`config.mk`:
```
export PLATFORM = sky130hd
export DESIGN_NAME = link_join_supervisor_flat
export DESIGN_NICKNAME = d
export VERILOG_FILES = /design/src/rtl/ljs_pkg.sv /design/src/rtl/ljs_ifs.sv /design/src/rtl/ljs_cfg.sv /design/src/rtl/ljs_core.sv /design/src/rtl/link_join_supervisor.sv /design/src/flat_wrapper.sv
export VERILOG_INCLUDE_DIRS = /design/src /design/src/rtl
export SDC_FILE = /design/constraint.sdc
export NUM_CORES = 1
export LEC_CHECK = 0
export ABC_AREA = 1
export BUFFER_PORTS_ARGS = -buffer_cell sky130_fd_sc_hd__buf_4
export CAP_MARGIN = 20
export CORE_UTILIZATION = 60
export CTS_CLUSTER_DIAMETER = 30
export DETAILED_ROUTE_END_ITERATION = 12
export PLACE_DENSITY_LB_ADDON = 0.12
export SLEW_MARGIN = 10
export SYNTH_ARGS = -nofsm -noshare
export SYNTH_HDL_FRONTEND = slang
export SYNTH_SLANG_ARGS = --single-unit
```
`constraint.sdc`:
```
create_clock -name clk -period 3.7 [get_ports clk]
set_input_delay 0.555 -clock clk [delete_from_list [all_inputs] [get_ports clk]]
set_output_delay 0.555 -clock clk [all_outputs]
set_load 0.01 [all_outputs]
```
`src/rtl/link_join_supervisor_defines.svh`:
```
// Assertion macros used by the link join supervisor top module.
`ifndef LINK_JOIN_SUPERVISOR_DEFINES_SVH
`define LINK_JOIN_SUPERVISOR_DEFINES_SVH

// Same-cycle implication, checked on clk and disabled while rst_n is low.
`define LJS_ASSERT_NOW(label, cond, prop, msg) \
    label: assert property (@(posedge clk) disable iff (!rst_n) (cond) |-> (prop)) \
        else $error(msg);

// Next-cycle implication, checked on clk and disabled while rst_n is low.
`define LJS_ASSERT_NEXT(label, cond, prop, msg) \
    label: assert property (@(posedge clk) disable iff (!rst_n) (cond) |=> (prop)) \
        else $error(msg);

`endif

```
`src/rtl/ljs_pkg.sv`:
```
// Types and constants of the link join supervisor.
package ljs_pkg;

    typedef enum logic [1:0] {
        MODE_IDLE       = 2'd0,
        MODE_CONNECTING = 2'd1,
        MODE_UP         = 2'd2,
        MODE_DOWN       = 2'd3
    } mode_t;

    localparam int unsigned CFG_INDEX_W = 2;
    localparam int unsigned CFG_DATA_W  = 31;

    localparam logic [CFG_INDEX_W-1:0] CFG_POLL_INTERVAL = 2'd0;
    localparam logic [CFG_INDEX_W-1:0] CFG_RETRY_WAIT    = 2'd1;
    localparam logic [CFG_INDEX_W-1:0] CFG_JOIN_TIMEOUT  = 2'd2;

    localparam logic [CFG_DATA_W-1:0] POLL_INTERVAL_RESET = 31'd1000;
    localparam logic [CFG_DATA_W-1:0] RETRY_WAIT_RESET    = 31'd10000;
    localparam logic [CFG_DATA_W-1:0] JOIN_TIMEOUT_RESET  = 31'd15000;

    typedef struct packed {
        logic [CFG_DATA_W-1:0] poll_interval;
        logic [CFG_DATA_W-1:0] retry_wait;
        logic [CFG_DATA_W-1:0] join_timeout;
    } ljs_cfg_t;

    typedef struct packed {
        logic        cmd;
        logic [31:0] now_time;
        logic        link_up;
        logic        link_failed;
        logic        connect_accepted;
        logic [31:0] link_address;
    } ljs_item_t;

    typedef struct packed {
        logic [1:0]  link_state;
        logic        connect_request;
        logic [31:0] held_address;
    } ljs_result_t;

endpackage

```
`src/rtl/ljs_ifs.sv`:
```
// Handshake interfaces for the command and status channels.
interface ljs_cmd_if;
    logic        valid;
    logic        ready;
    logic        cmd;
    logic [31:0] now_time;
    logic        link_up;
    logic        link_failed;
    logic        connect_accepted;
    logic [31:0] link_address;

    modport source (
        output valid, cmd, now_time, link_up, link_failed, connect_accepted, link_address,
        input  ready
    );
    modport sink (
        input  valid, cmd, now_time, link_up, link_failed, connect_accepted, link_address,
        output ready
    );
endinterface

interface ljs_status_if;
    logic        valid;
    logic        ready;
    logic [1:0]  link_state;
    logic        connect_request;
    logic [31:0] held_address;

    modport source (
        output valid, link_state, connect_request, held_address,
        input  ready
    );
    modport sink (
        input  valid, link_state, connect_request, held_address,
        output ready
    );
endinterface

```
`src/rtl/ljs_cfg.sv`:
```
// Configuration registers of the link join supervisor.
module ljs_cfg (
    input  logic                            clk,
    input  logic                            rst_n,
    input  logic                            cfg_we,
    input  logic [ljs_pkg::CFG_INDEX_W-1:0] cfg_index,
    input  logic [ljs_pkg::CFG_DATA_W-1:0]  cfg_data,
    output ljs_pkg::ljs_cfg_t               cfg
);
    import ljs_pkg::*;

    ljs_cfg_t cfg_reg;

    always_ff @(posedge clk or negedge rst_n)
    begin
        if (!rst_n)
        begin
            cfg_reg.poll_interval <= POLL_INTERVAL_RESET;
            cfg_reg.retry_wait    <= RETRY_WAIT_RESET;
            cfg_reg.join_timeout  <= JOIN_TIMEOUT_RESET;
        end
        else if (cfg_we)
        begin
            unique case (cfg_index)
                CFG_POLL_INTERVAL: cfg_reg.poll_interval <= cfg_data;
                CFG_RETRY_WAIT:    cfg_reg.retry_wait    <= cfg_data;
                CFG_JOIN_TIMEOUT:  cfg_reg.join_timeout  <= cfg_data;
                default:           cfg_reg <= cfg_reg;
            endcase
        end
    end

    assign cfg = cfg_reg;
endmodule

```
`src/rtl/ljs_core.sv`:
```
// Supervisor state registers and the per-word update logic.
module ljs_core (
    input  logic                clk,
    input  logic                rst_n,
    input  logic                step_en,
    input  ljs_pkg::ljs_item_t  item,
    input  ljs_pkg::ljs_cfg_t   cfg,
    output ljs_pkg::ljs_result_t result
);
    import ljs_pkg::*;

    mode_t       mode_reg, mode_next;
    logic [31:0] next_poll_reg, next_poll_next;
    logic [31:0] retry_time_reg, retry_time_next;
    logic [31:0] join_deadline_reg, join_deadline_next;
    logic [31:0] address_reg, address_next;
    logic        request;

    logic [31:0] poll_sum, retry_sum, join_sum;
    logic [31:0] poll_diff, retry_diff, join_diff;
    logic        poll_due, retry_due, join_due;

    assign poll_sum  = item.now_time + {1'b0, cfg.poll_interval};
    assign retry_sum = item.now_time + {1'b0, cfg.retry_wait};
    assign join_sum  = item.now_time + {1'b0, cfg.join_timeout};

    assign poll_diff  = item.now_time - next_poll_reg;
    assign retry_diff = item.now_time - retry_time_reg;
    assign join_diff  = item.now_time - join_deadline_reg;

    assign poll_due  = !poll_diff[31];
    assign retry_due = !retry_diff[31];
    assign join_due  = !join_diff[31];

    always_comb
    begin
        mode_next          = mode_reg;
        next_poll_next     = next_poll_reg;
        retry_time_next    = retry_time_reg;
        join_deadline_next = join_deadline_reg;
        address_next       = address_reg;
        request            = 1'b0;

        priority if (item.cmd)
        begin
            request        = 1'b1;
            next_poll_next = poll_sum;
            if (item.connect_accepted)
            begin
                mode_next          = MODE_CONNECTING;
                join_deadline_next = join_sum;
            end
            else
            begin
                mode_next       = MODE_DOWN;
                retry_time_next = retry_sum;
            end
        end
        else if (mode_reg != MODE_IDLE && poll_due)
        begin
            next_poll_next = poll_sum;
            priority if (item.link_up)
            begin
                if (mode_reg != MODE_UP)
                begin
                    address_next = item.link_address;
                    mode_next    = MODE_UP;
                end
            end
            else if (mode_reg == MODE_UP ||
                     (mode_reg == MODE_CONNECTING && (item.link_failed || join_due)))
            begin
                address_next    = '0;
                mode_next       = MODE_DOWN;
                retry_time_next = retry_sum;
            end
            else if (mode_reg == MODE_DOWN && retry_due)
            begin
                request = 1'b1;
                if (item.connect_accepted)
                begin
                    mode_next          = MODE_CONNECTING;
                    join_deadline_next = join_sum;
                end
                else
                begin
                    retry_time_next = retry_sum;
                end
            end
        end
    end

    always_ff @(posedge clk or negedge rst_n)
    begin
        if (!rst_n)
        begin
            mode_reg          <= MODE_IDLE;
            next_poll_reg     <= '0;
            retry_time_reg    <= '0;
            join_deadline_reg <= '0;
            address_reg       <= '0;
        end
        else if (step_en)
        begin
            mode_reg          <= mode_next;
            next_poll_reg     <= next_poll_next;
            retry_time_reg    <= retry_time_next;
            join_deadline_reg <= join_deadline_next;
            address_reg       <= address_next;
        end
    end

    assign result.link_state      = mode_next;
    assign result.connect_request = request;
    assign result.held_address    = (mode_next == MODE_UP) ? address_next : 32'd0;
endmodule

```
`src/rtl/link_join_supervisor.sv`:
```
// Link join supervisor: a word on the command channel yields one status word.
//
// The command channel carries a poll tick or a start command with the current
// millisecond time and the radio's link verdict; the status channel returns the
// link state after that word, whether a connect attempt was started, and the
// held address. Both channels move a word when valid and ready are high.
// The configuration port writes poll interval, retry wait and join timeout by
// index; writes must be made only while no word is in flight, which the block
// itself does not enforce. An accepted word waits in the input register, where
// the state update is computed, and moves to the status register once that
// register is empty or being taken. One word is taken every cycle while the
// receiver keeps ready high; the combinational update of the small state
// registers sets this rate.
// Reset empties both registers, sets the mode to idle with all deadlines and
// the address at zero, and restores the register defaults.
// When the receiver stalls, the status word holds, the input register keeps
// one more word, and ready drops until the status word is taken.
`include "link_join_supervisor_defines.svh"

module link_join_supervisor (
    input  logic                            clk,
    input  logic                            rst_n,
    input  logic                            cfg_we,
    input  logic [ljs_pkg::CFG_INDEX_W-1:0] cfg_index,
    input  logic [ljs_pkg::CFG_DATA_W-1:0]  cfg_data,
    ljs_cmd_if.sink                         cmd_ch,
    ljs_status_if.source                    status_ch
);
    import ljs_pkg::*;

    ljs_cfg_t    cfg;
    ljs_item_t   item_reg;
    logic        item_valid_reg;
    ljs_result_t result;
    ljs_result_t status_reg;
    logic        status_valid_reg;
    logic        advance;
    logic        take;

    assign advance      = item_valid_reg && (!status_valid_reg || status_ch.ready);
    assign cmd_ch.ready = !item_valid_reg || advance;
    assign take         = cmd_ch.valid && cmd_ch.ready;

    ljs_cfg u_cfg (
        .clk       (clk),
        .rst_n     (rst_n),
        .cfg_we    (cfg_we),
        .cfg_index (cfg_index),
        .cfg_data  (cfg_data),
        .cfg       (cfg)
    );

    ljs_core u_core (
        .clk     (clk),
        .rst_n   (rst_n),
        .step_en (advance),
        .item    (item_reg),
        .cfg     (cfg),
        .result  (result)
    );

    always_ff @(posedge clk or negedge rst_n)
    begin
        if (!rst_n)
        begin
            item_valid_reg   <= 1'b0;
            status_valid_reg <= 1'b0;
        end
        else
        begin
            if (take)
            begin
                item_valid_reg <= 1'b1;
            end
            else if (advance)
            begin
                item_valid_reg <= 1'b0;
            end
            if (advance)
            begin
                status_valid_reg <= 1'b1;
            end
            else if (status_ch.ready)
            begin
                status_valid_reg <= 1'b0;
            end
        end
    end

    always_ff @(posedge clk)
    begin
        if (take)
        begin
            item_reg.cmd              <= cmd_ch.cmd;
            item_reg.now_time         <= cmd_ch.now_time;
            item_reg.link_up          <= cmd_ch.link_up;
            item_reg.link_failed      <= cmd_ch.link_failed;
            item_reg.connect_accepted <= cmd_ch.connect_accepted;
            item_reg.link_address     <= cmd_ch.link_address;
        end
        if (advance)
        begin
            status_reg <= result;
        end
    end

    assign status_ch.valid           = status_valid_reg;
    assign status_ch.link_state      = status_reg.link_state;
    assign status_ch.connect_request = status_reg.connect_request;
    assign status_ch.held_address    = status_reg.held_address;

    `LJS_ASSERT_NOW(a_address_only_when_up,
        status_valid_reg && status_reg.held_address != 32'd0,
        status_reg.link_state == MODE_UP,
        "held address is nonzero while the link is not up")
    `LJS_ASSERT_NOW(a_request_state,
        status_valid_reg && status_reg.connect_request,
        status_reg.link_state == MODE_CONNECTING || status_reg.link_state == MODE_DOWN,
        "connect request reported outside connecting or down")
    `LJS_ASSERT_NEXT(a_advance_fills_status,
        advance,
        status_valid_reg,
        "status register empty after a word advanced")
    `LJS_ASSERT_NEXT(a_stalled_word_kept,
        item_valid_reg && !advance,
        item_valid_reg,
        "stalled input word was dropped")
endmodule

```
`src/flat_wrapper.sv`:
```
// flat-port wrapper written by rule: the top's interface ports become plain ports
module link_join_supervisor_flat import ljs_pkg::*;
  (clk, rst_n, cfg_we, cfg_index, cfg_data, cmd_ch_valid, cmd_ch_cmd, cmd_ch_now_time, cmd_ch_link_up, cmd_ch_link_failed, cmd_ch_connect_accepted, cmd_ch_link_address, cmd_ch_ready, status_ch_valid, status_ch_link_state, status_ch_connect_request, status_ch_held_address, status_ch_ready);
  ljs_cmd_if cmd_ch_i ();
  ljs_status_if status_ch_i ();
  input  logic clk;
  input  logic rst_n;
  input  logic cfg_we;
  input  logic [ljs_pkg::CFG_INDEX_W-1:0] cfg_index;
  input  logic [ljs_pkg::CFG_DATA_W-1:0] cfg_data;
  input wire logic [$bits(cmd_ch_i.valid)-1:0] cmd_ch_valid;
  input wire logic [$bits(cmd_ch_i.cmd)-1:0] cmd_ch_cmd;
  input wire logic [$bits(cmd_ch_i.now_time)-1:0] cmd_ch_now_time;
  input wire logic [$bits(cmd_ch_i.link_up)-1:0] cmd_ch_link_up;
  input wire logic [$bits(cmd_ch_i.link_failed)-1:0] cmd_ch_link_failed;
  input wire logic [$bits(cmd_ch_i.connect_accepted)-1:0] cmd_ch_connect_accepted;
  input wire logic [$bits(cmd_ch_i.link_address)-1:0] cmd_ch_link_address;
  output wire logic [$bits(cmd_ch_i.ready)-1:0] cmd_ch_ready;
  output wire logic [$bits(status_ch_i.valid)-1:0] status_ch_valid;
  output wire logic [$bits(status_ch_i.link_state)-1:0] status_ch_link_state;
  output wire logic [$bits(status_ch_i.connect_request)-1:0] status_ch_connect_request;
  output wire logic [$bits(status_ch_i.held_address)-1:0] status_ch_held_address;
  input wire logic [$bits(status_ch_i.ready)-1:0] status_ch_ready;
  assign cmd_ch_i.valid = cmd_ch_valid;
  assign cmd_ch_i.cmd = cmd_ch_cmd;
  assign cmd_ch_i.now_time = cmd_ch_now_time;
  assign cmd_ch_i.link_up = cmd_ch_link_up;
  assign cmd_ch_i.link_failed = cmd_ch_link_failed;
  assign cmd_ch_i.connect_accepted = cmd_ch_connect_accepted;
  assign cmd_ch_i.link_address = cmd_ch_link_address;
  assign cmd_ch_ready = cmd_ch_i.ready;
  assign status_ch_valid = status_ch_i.valid;
  assign status_ch_link_state = status_ch_i.link_state;
  assign status_ch_connect_request = status_ch_i.connect_request;
  assign status_ch_held_address = status_ch_i.held_address;
  assign status_ch_i.ready = status_ch_ready;
  link_join_supervisor u_core (.clk(clk), .rst_n(rst_n), .cfg_we(cfg_we), .cfg_index(cfg_index), .cfg_data(cfg_data), .cmd_ch(cmd_ch_i), .status_ch(status_ch_i));
endmodule
```
After elaboration in Yosys (flattened, before gate mapping) --
Cells that the tools add are included.
Storage, ports and cells: word-level logic and storage cells 96, ROM bits 0, output and inout port bits 37, bits in registers 328, memories 0, bits in writable memories 0, latch bits 0, input port bits 106
Cells by class: $lt $le $gt $ge 0, add/subtract/negate cells 6, muxes and demuxes 35, reduce and logical (&&, ||, !) cells 27, div/mod/pow operators 0, shifts and indexed selects 0, bitwise gates (word level) 0, equality and inequality tests 9, multipliers 0
Operators by type and width (number):
- 2-to-1 mux 32 bit | 19
- adder 32 x 31 -> 32 bit | 3
- subtractor 32 bit | 3
- 2-to-1 mux 2 bit | 8
- nonzero test 2 bit | 5
- == test 2 bit (second input constant) | 4
- 2-to-1 mux 1 bit | 8
- AND reduction 2 bit | 4
- logical AND 1 bit | 5
- logical NOT 1 bit | 5
- AND reduction 5 bit | 1
- == test 2 x 1 -> 1 bit (second input constant) | 2
- logical OR 1 bit | 4
- inequality test 2 x 1 -> 1 bit (second input constant) | 2
- AND reduction 4 bit | 1
- nonzero test 3 bit | 1
- logical NOT 2 bit | 1
- inequality test 2 bit (second input constant) | 1

Logic depth before layout (Yosys ltp) --
Gate-level depths: netlist of run 1.
depth in word-level cells 10, mapped depth 23, gate-level depth less buffers 22

Hierarchy --
From an unflattened synthesis of run 1, not the netlist that was laid out.
Second synthesis, totals: cell total of the unflattened synthesis 2548, area total of the unflattened synthesis 20719.9 µm²
Modules (own cells, without submodules):
- ljs_core | instances 1, area each 13664.4 µm², sequential area each 3253.1 µm², cells each 2018
- ljs_cfg | instances 1, area each 3867.5 µm², sequential area each 2349.8 µm², cells each 415
- link_join_supervisor | instances 1, area each 3188.1 µm², sequential area each 3143.0 µm², cells each 115

Least setup slack after synthesis of run 1 --
OpenSTA, ideal clock, no wires.
kind in2reg, from in status_ch_ready, to reg u_core.item_reg[0] in the netlist's numbering, enable pin, setup slack 1.127 ns, path buffers 0, cell stages on the path 4, setup time 0.422 ns, data required time 3.278 ns, data arrival time 2.151 ns, cells stage by stage inv_1 > nand3_1 > nand2_1 > inv_1
Between the ends: cells in the longest elaborated chain, start to end 4
RTL lines:
- start: declaration | RTL line flat_wrapper.sv:23 | input wire logic [$bits(status_ch_i.ready)-1:0] status_ch_ready;
- logical OR 1 bit | RTL line link_join_supervisor.sv:40 | assign advance = item_valid_reg && (!status_valid_reg || status_ch.ready);
- logical AND 1 bit | RTL line link_join_supervisor.sv:40
- logical OR 1 bit | RTL line link_join_supervisor.sv:41 | assign cmd_ch.ready = !item_valid_reg || advance;
- net cmd_ch_ready | RTL line flat_wrapper.sv:18 | output wire logic [$bits(cmd_ch_i.ready)-1:0] cmd_ch_ready;
- logical AND 1 bit | RTL line link_join_supervisor.sv:42 | assign take = cmd_ch.valid && cmd_ch.ready;
- net u_core.take | RTL line link_join_supervisor.sv:38 | logic take;
- end: declaration | RTL line link_join_supervisor.sv:32 | ljs_item_t item_reg;
The timed path passes the listed nets, and every way through them passes these cells. A chain may end at the register's enable or synchronous reset.

Worst setup path in the final report of run 1 --
from reg u_core.item_reg[49] in the netlist's numbering, to reg u_core.status_reg, in the netlist u_core.status_ch.held_address[29] (data pin)
Between the ends: cells in the longest elaborated chain, start to end 10, elaborated cells on any way between the ends 21, those cells by class add/sub (3); eq/ne (1); mux (9); reduce/logical (8)
RTL lines:
- subtractor 32 bit | RTL line ljs_core.sv:29 | assign join_diff = item.now_time - join_deadline_reg;
- logical NOT 1 bit | RTL line ljs_core.sv:33 | assign join_due = !join_diff[31];
- logical OR 1 bit | RTL line ljs_core.sv:71 | (mode_reg == MODE_CONNECTING && (item.link_failed || join_due)))
- logical AND 1 bit | RTL line ljs_core.sv:71
- logical OR 1 bit | RTL line ljs_core.sv:70 | else if (mode_reg == MODE_UP ||
- 2-to-1 mux 2 bit | RTL line ljs_core.sv:70
- 2-to-1 mux 2 bit | RTL line ljs_core.sv:62 | priority if (item.link_up)
- 2-to-1 mux 2 bit | RTL line ljs_core.sv:59 | else if (mode_reg != MODE_IDLE && poll_due)
- 2-to-1 mux 2 bit | RTL line ljs_core.sv:44 | priority if (item.cmd)
- == test 2 bit | RTL line ljs_core.sv:115 | assign result.held_address = (mode_next == MODE_UP) ? address_next : 32'd0;
- end signal: assignment | RTL line link_join_supervisor.sv:103 | status_reg <= result;
- end: declaration | RTL line link_join_supervisor.sv:35 | ljs_result_t status_reg;
Parallel ways exist; a longest one is shown, timed or not.

==> impl_metrics.yaml, run 1 <==
status:
  outcome: "finished, violations left"
  violations: "negative hold slack"
grt:
  grt_start_max_net_pins: 102
  grt_pass1_vias: 19800
  grt_pass1_wl_mm: 106
  antenna_found_initial: 1
  grt_overflow: 0
  grt_usage: 0.379
floorplanning:
  num_rows: 68
  start_util: 0.615
  ios: 143
  core_area_um2: 34900
  die_height_um: 191
  die_w_um: 191
  die-area_um2: 36500
power:
  switching_power_uw: 7700
  cellLeakagePower_uw: 0.0133
  powerDensity_nw_per_um2: 768
  p_total_uw: 19900
  p_comb_frac: 0.349
  internal_power_uw: 12200
  ir_worst_vdd_mv: 0.616
  clock_power_share: 0.370
  seqPwrFrac: 0.281
  switching_share: 0.386
logic_synthesis:
  synth.avg_cell_area_um2: 7.62
  synth_cell_types: 53
  synth_top_area_cell: "dfrtp_1"
  synth.area.top_cells: "dfrtp_1 24%, nand2_1 17%, edfxtp_1 14%"
  ys_ff_latch: 328
  synth_warnings: 0
  ys_seq_area_frac: 0.408
  synthCells: 2816
  synthArstFlopShare: 0.686
  synth_edf_count: 103
  synth_ff_type: "dfrtp_1"
  synth_common_cells: "986 x nand2_1, 366 x inv_1, 207 x dfrtp_1, 183 x ha_1, 176 x o21ai_0"
  synth_top_area_frac: 0.241
  netlist_area_um2: 21500
  synth_nets: 3108
  synth.most_common_cell: "nand2_1"
run:
  max_cap_viol_count: 0
finish:
  final_nets: 3297
  fill_cells: 2589
  drive_gt1_frac: 0.133
  post-route-util: 0.744
  multi_input_area_um2: 11000
  synthToLayoutAreaGrowth_pct: 20.9
  fin_area_um2: 25900
  stdcell_count: 3532
  regArea_um2: 8750
  largest_register_ffs: 93
detailed_routing:
  drt_pass1_iterations: 5
  drc: 0
  drt-initial-drc-count: 1927
  routed_via_density: 5.72
  wire_per_inst_um: 19.3
  vias: 20200
  antenna_left: 0
  totalWireLength_mm: 68.3
timing:
  fmax_mhz: 278
  skew_ps: 32.0
  setup_viol: 0
  finalCriticalPeriod_ps: 3600
  drv_slew: 0
  slew_headroom: 0.446
  rsz0062_at_grt: "no"
  timing.final.crit_share: 0.972
  tightest_slew_ps: 832
  whs_ps: -8.00
  hold_viol: 1
  tns_ps: 0
clock_tree:
  clockBufferDepth: 3
  holdBufCountCts: 0
  cts.clk_slew.worst_paths_ps: 40
  clock-sinks: 328
  cts_buffers: 83
  root_buffer: "clkbuf_16"
  cts_resized: 0
  htreeDepth: 3
  cts_setup_buffers: 0
  clock_latency_ps: 620
  cts_tree: "built"
placement:
  dpl.hpwl_mm: 48.3
  gp_congestion: 1.02
  dp_cells: 3375
  port_buffers: 142
  placed_area_um2: 23100
critical_path:
  path_max_fanout: 32
  critPathCaptureType: "flip-flop"
  critPathLaunchType: "flip-flop"
  cp.arrival_ps: 4040
  path_class: "reg -> reg"
  path_cells: "ha_1, nand2_1, nor2_1, inv_1, nor2_1, nand2_1, nand2_1, nand2_1, nand3_1, nand3_2, nand2_4, nand3_1, nand2_2, buf_4, nand2_1, nand2_1, inv_1, nor2_1"
  crit_path_top_delay_cell: "edfxtp_1"
  slowest_delay_ps: 560
  crit_top_cell: "nand2_1"
  required_ps: 4140
hold_path:
  min-delay-path-class: "in -> async"
metrics by stage:
step | hold slack (ps) | setup WS [ps]
finish | -8.00 | 103
global route | 64.9 | 17.2
CTS | 39.9 | 280
detailed placement | 459 | 365
global placement | 456 | 446
floorplan | 259 | 1130
critical path: cells and delay by family, from the launching register on:
family,cells,cell delay [ps]
fa+ha+maj,1,380
buf+inv,3,520
flops,1,560
simple gates,14,1960
cells by family (layout without fill, tap and decap cells):
kind of cell    Yosys count  in the layout  share of synthesized area
compound gates          393            393                      0.104
xor+xnor                 71             71                     0.0290
fa+ha+maj               186            186                      0.109
buf+inv                 443            703                     0.0820
flops                   328            328                      0.408
other cells               0              1                          0
simple gates           1395           1395                      0.268
metal layers:
metal / track usage / vias to the layer above / share of wire
met3: 0.0668 / 195 / 0.080
li1: - / 9474 / -
met1: 0.492 / 9562 / 0.41
met2: 0.620 / 956 / 0.47
met5: 0 / - / 0
met4: 0.166 / 0 / 0.040
power by group through the flow:
stage | combinational [uW] | clock, uW | sequential, uW
2_1_floorplan | 4850 | 0 | 5350
3_3_place_gp | 6460 | 0 | 5540
6_report | 6960 | 7360 | 5600
4_1_cts | 6870 | 7380 | 5560
5_1_grt | 7790 | 7570 | 5670
3_5_place_dp | 6690 | 0 | 5570
layout by cell type, fill, tap and decap left out, types with 40 or more instances in the layout:
cell type	synthesis	routed
ha_1	183	183
nand4_1	44	44
inv_1	366	365
nor2_1	171	170
dfrtp_1	207	207
a21oi_1	122	122
edfxtp_1	103	103
nand2_1	986	986
xnor2_1	40	40
clkbuf_16	0	86
buf_4	9	171
o21ai_0	176	176
nand3_1	125	122
worst paths after layout:
path	startpoint	endpoint	slack [ps]	cells after the start
max	u_core.item_reg[49]	u_core.status_ch.held_address[29]	100	18
min	rst_n	u_core.u_cfg.cfg[37]	-8	1
max reg2reg	u_core.item_reg[49]	u_core.status_ch.held_address[29]	100	18
min reg2reg	u_core.u_core.retry_time_reg[14]	u_core.u_core.retry_time_reg[14]	470	2
max in group asynchronous	rst_n	u_core.u_core.address_reg[0]	2730	2
min in group clk	cmd_ch_now_time[18]	u_core.item_reg[53]	110	1
cell type report:
cell class,count,area share
diodes,1,0.0000965
clock buffers,111,0.0893
well taps,455,0.0219
inverters,371,0.0537
multi-input cells,2045,0.423
repair buffers,176,0.0532
flip-flops and latches,328,0.337
clock inverters,45,0.0217
Note: power is estimated with default switching activity, not from simulation.
==> inputs of run 2 (changes only) <==
Clock period 3.7 ns to 4.3 ns, I/O delays scaled along.
==> run 2 against run 1 <==
Against the previous run:
- the flow now finishes without violations
- critical endpoint is now u_core.status_ch.held_address[27]
- worst hold slack better by 130 ps
- clock skew down 13 ps
- final area down 1.2%
- highest routed layer unchanged
- largest cell class unchanged
- sequential power down 14%
==> impl_metrics.yaml, run 2 (synthesis results as in run 1) <==
placement:
  dp_cells: 3359
  dpl.hpwl_mm: 48.3
  port_buffers: 142
  gp_congestion: 1.00
  placed_area_um2: 22900
timing:
  skew_ps: 19.1
  hold_viol: 0
  tightest_slew_ps: 1050
  fmax_mhz: 280
  setup_viol: 0
  rsz0062_at_grt: "no"
  tns_ps: 0
  whs_ps: 118
  finalCriticalPeriod_ps: 3570
  slew_headroom: 0.301
  drv_slew: 0
  timing.final.crit_share: 0.831
floorplanning:
  die_height_um: 191
  num_rows: 68
  ios: 143
  die-area_um2: 36500
  start_util: 0.615
  die_w_um: 191
  core_area_um2: 34900
clock_tree:
  cts_setup_buffers: 0
  clockBufferDepth: 3
  clock-sinks: 328
  root_buffer: "clkbuf_16"
  cts_resized: 0
  clock_latency_ps: 590
  cts_buffers: 78
  htreeDepth: 3
  cts_tree: "built"
  cts.clk_slew.worst_paths_ps: 50
  holdBufCountCts: 0
critical_path:
  cp_top_family: "simple AND/OR/NAND/NOR gates"
  reg2regPathDepth: 15
  path_cells: "ha_1, nand2_1, nor2_1, nand2_1, nand2_1, a21oi_1, nand3_1, nand3_2, nand2_4, nand3_1, nand2_2, nand2_1, nand2_1, inv_1, nor2_1"
  slowest_delay_ps: 600
  path_max_fanout: 32
  cp.depth: 15
  required_ps: 4700
  path_class: "reg -> reg"
  crit_buf_inv: 1
  cp.arrival_ps: 3970
  critPathCaptureType: "flip-flop"
  crit_top_cell: "nand2_1"
  crit_path_top_delay_cell: "nand2_2"
  critPathLaunchType: "flip-flop"
run:
  max_cap_viol_count: 0
grt:
  antenna_found_initial: 1
  grt_pass1_wl_mm: 104
  grt_pass1_vias: 19500
  grt_start_max_net_pins: 96
  grt_overflow: 0
  grt_usage: 0.374
detailed_routing:
  totalWireLength_mm: 67.0
  top_layer: "met4"
  met2_length_mm: 31.2
  antenna_left: 0
  met1Wirelength_mm: 27.6
  routed_via_density: 5.66
  wire_per_inst_um: 19.1
  vias: 19800
  drc: 0
  met3_wirelength_mm: 5.48
  drt-initial-drc-count: 1674
  drt_pass1_iterations: 6
finish:
  stdcell_count: 3503
  post-route-util: 0.735
  largest_register_ffs: 93
  multi_input_area_um2: 11000
  drive_gt1_frac: 0.126
  layout_common_cells: "986 x nand2_1, 365 x inv_1, 207 x dfrtp_1"
  regArea_um2: 8750
  fin_area_um2: 25600
  final_nets: 3276
  final_common_cell: "nand2_1"
  fill_cells: 2728
  synthToLayoutAreaGrowth_pct: 19.5
  diodes: 0
hold_path:
  min-delay-path-class: "in -> async"
power:
  cellLeakagePower_uw: 0.0131
  powerDensity_nw_per_um2: 654
  ir_worst_vdd_mv: 0.496
status:
  outcome: "finished, final reports clean"
-- run 2: area by class of cell --
cell class,count,area share
timing repair buffer,160,0.0486
clock inverter,46,0.0208
inverter,371,0.0543
sequential,328,0.341
tap,455,0.0222
clock buffer,98,0.0851
multi-input combinational,2045,0.428
-- run 2: worst paths after layout --
| check | to | slack [ps] | start |
|---|---|---|---|
| setup reg to reg | u_core.status_ch.held_address[27] | 730 | u_core.item_reg[57] |
| hold reg to reg | u_core.u_core.join_deadline_reg[5] | 480 | u_core.u_core.join_deadline_reg[5] |
| min in group clk | u_core.item_reg[4] | 230 | cmd_ch_link_address[4] |
| hold / removal | u_core.u_cfg.cfg[6] | 120 | rst_n |
| max in group asynchronous | u_core.u_cfg.cfg[12] | 3280 | rst_n |
| setup / recovery | u_core.status_ch.held_address[27] | 730 | u_core.item_reg[57] |
-- run 2: layer usage --
metal  GRT usage  vias up
met5           0        -
met4       0.170        0
met3      0.0835      172
met2       0.603      887
met1       0.478     9327
li1            -     9437
-- run 2: through the flow --
| step | setup slack (ps) | total power (uW) |
|---|---|---|
| 3_3_place_gp | 883 | 10300 |
| 5_1_grt | 534 | 17800 |
| 6_report | 728 | 16800 |
| 2_1_floorplan | 1640 | 8770 |
| 4_1_cts | 793 | 16700 |
| 3_5_place_dp | 809 | 10600 |
-- run 2: where the power goes --
group | internal [uW] | total [uW] | switching [uW]
registers | 4150 | 4790 | 643
clock network | 4120 | 6030 | 1900
logic | 2040 | 5960 | 3920
total | 10300 | 16800 | 6470
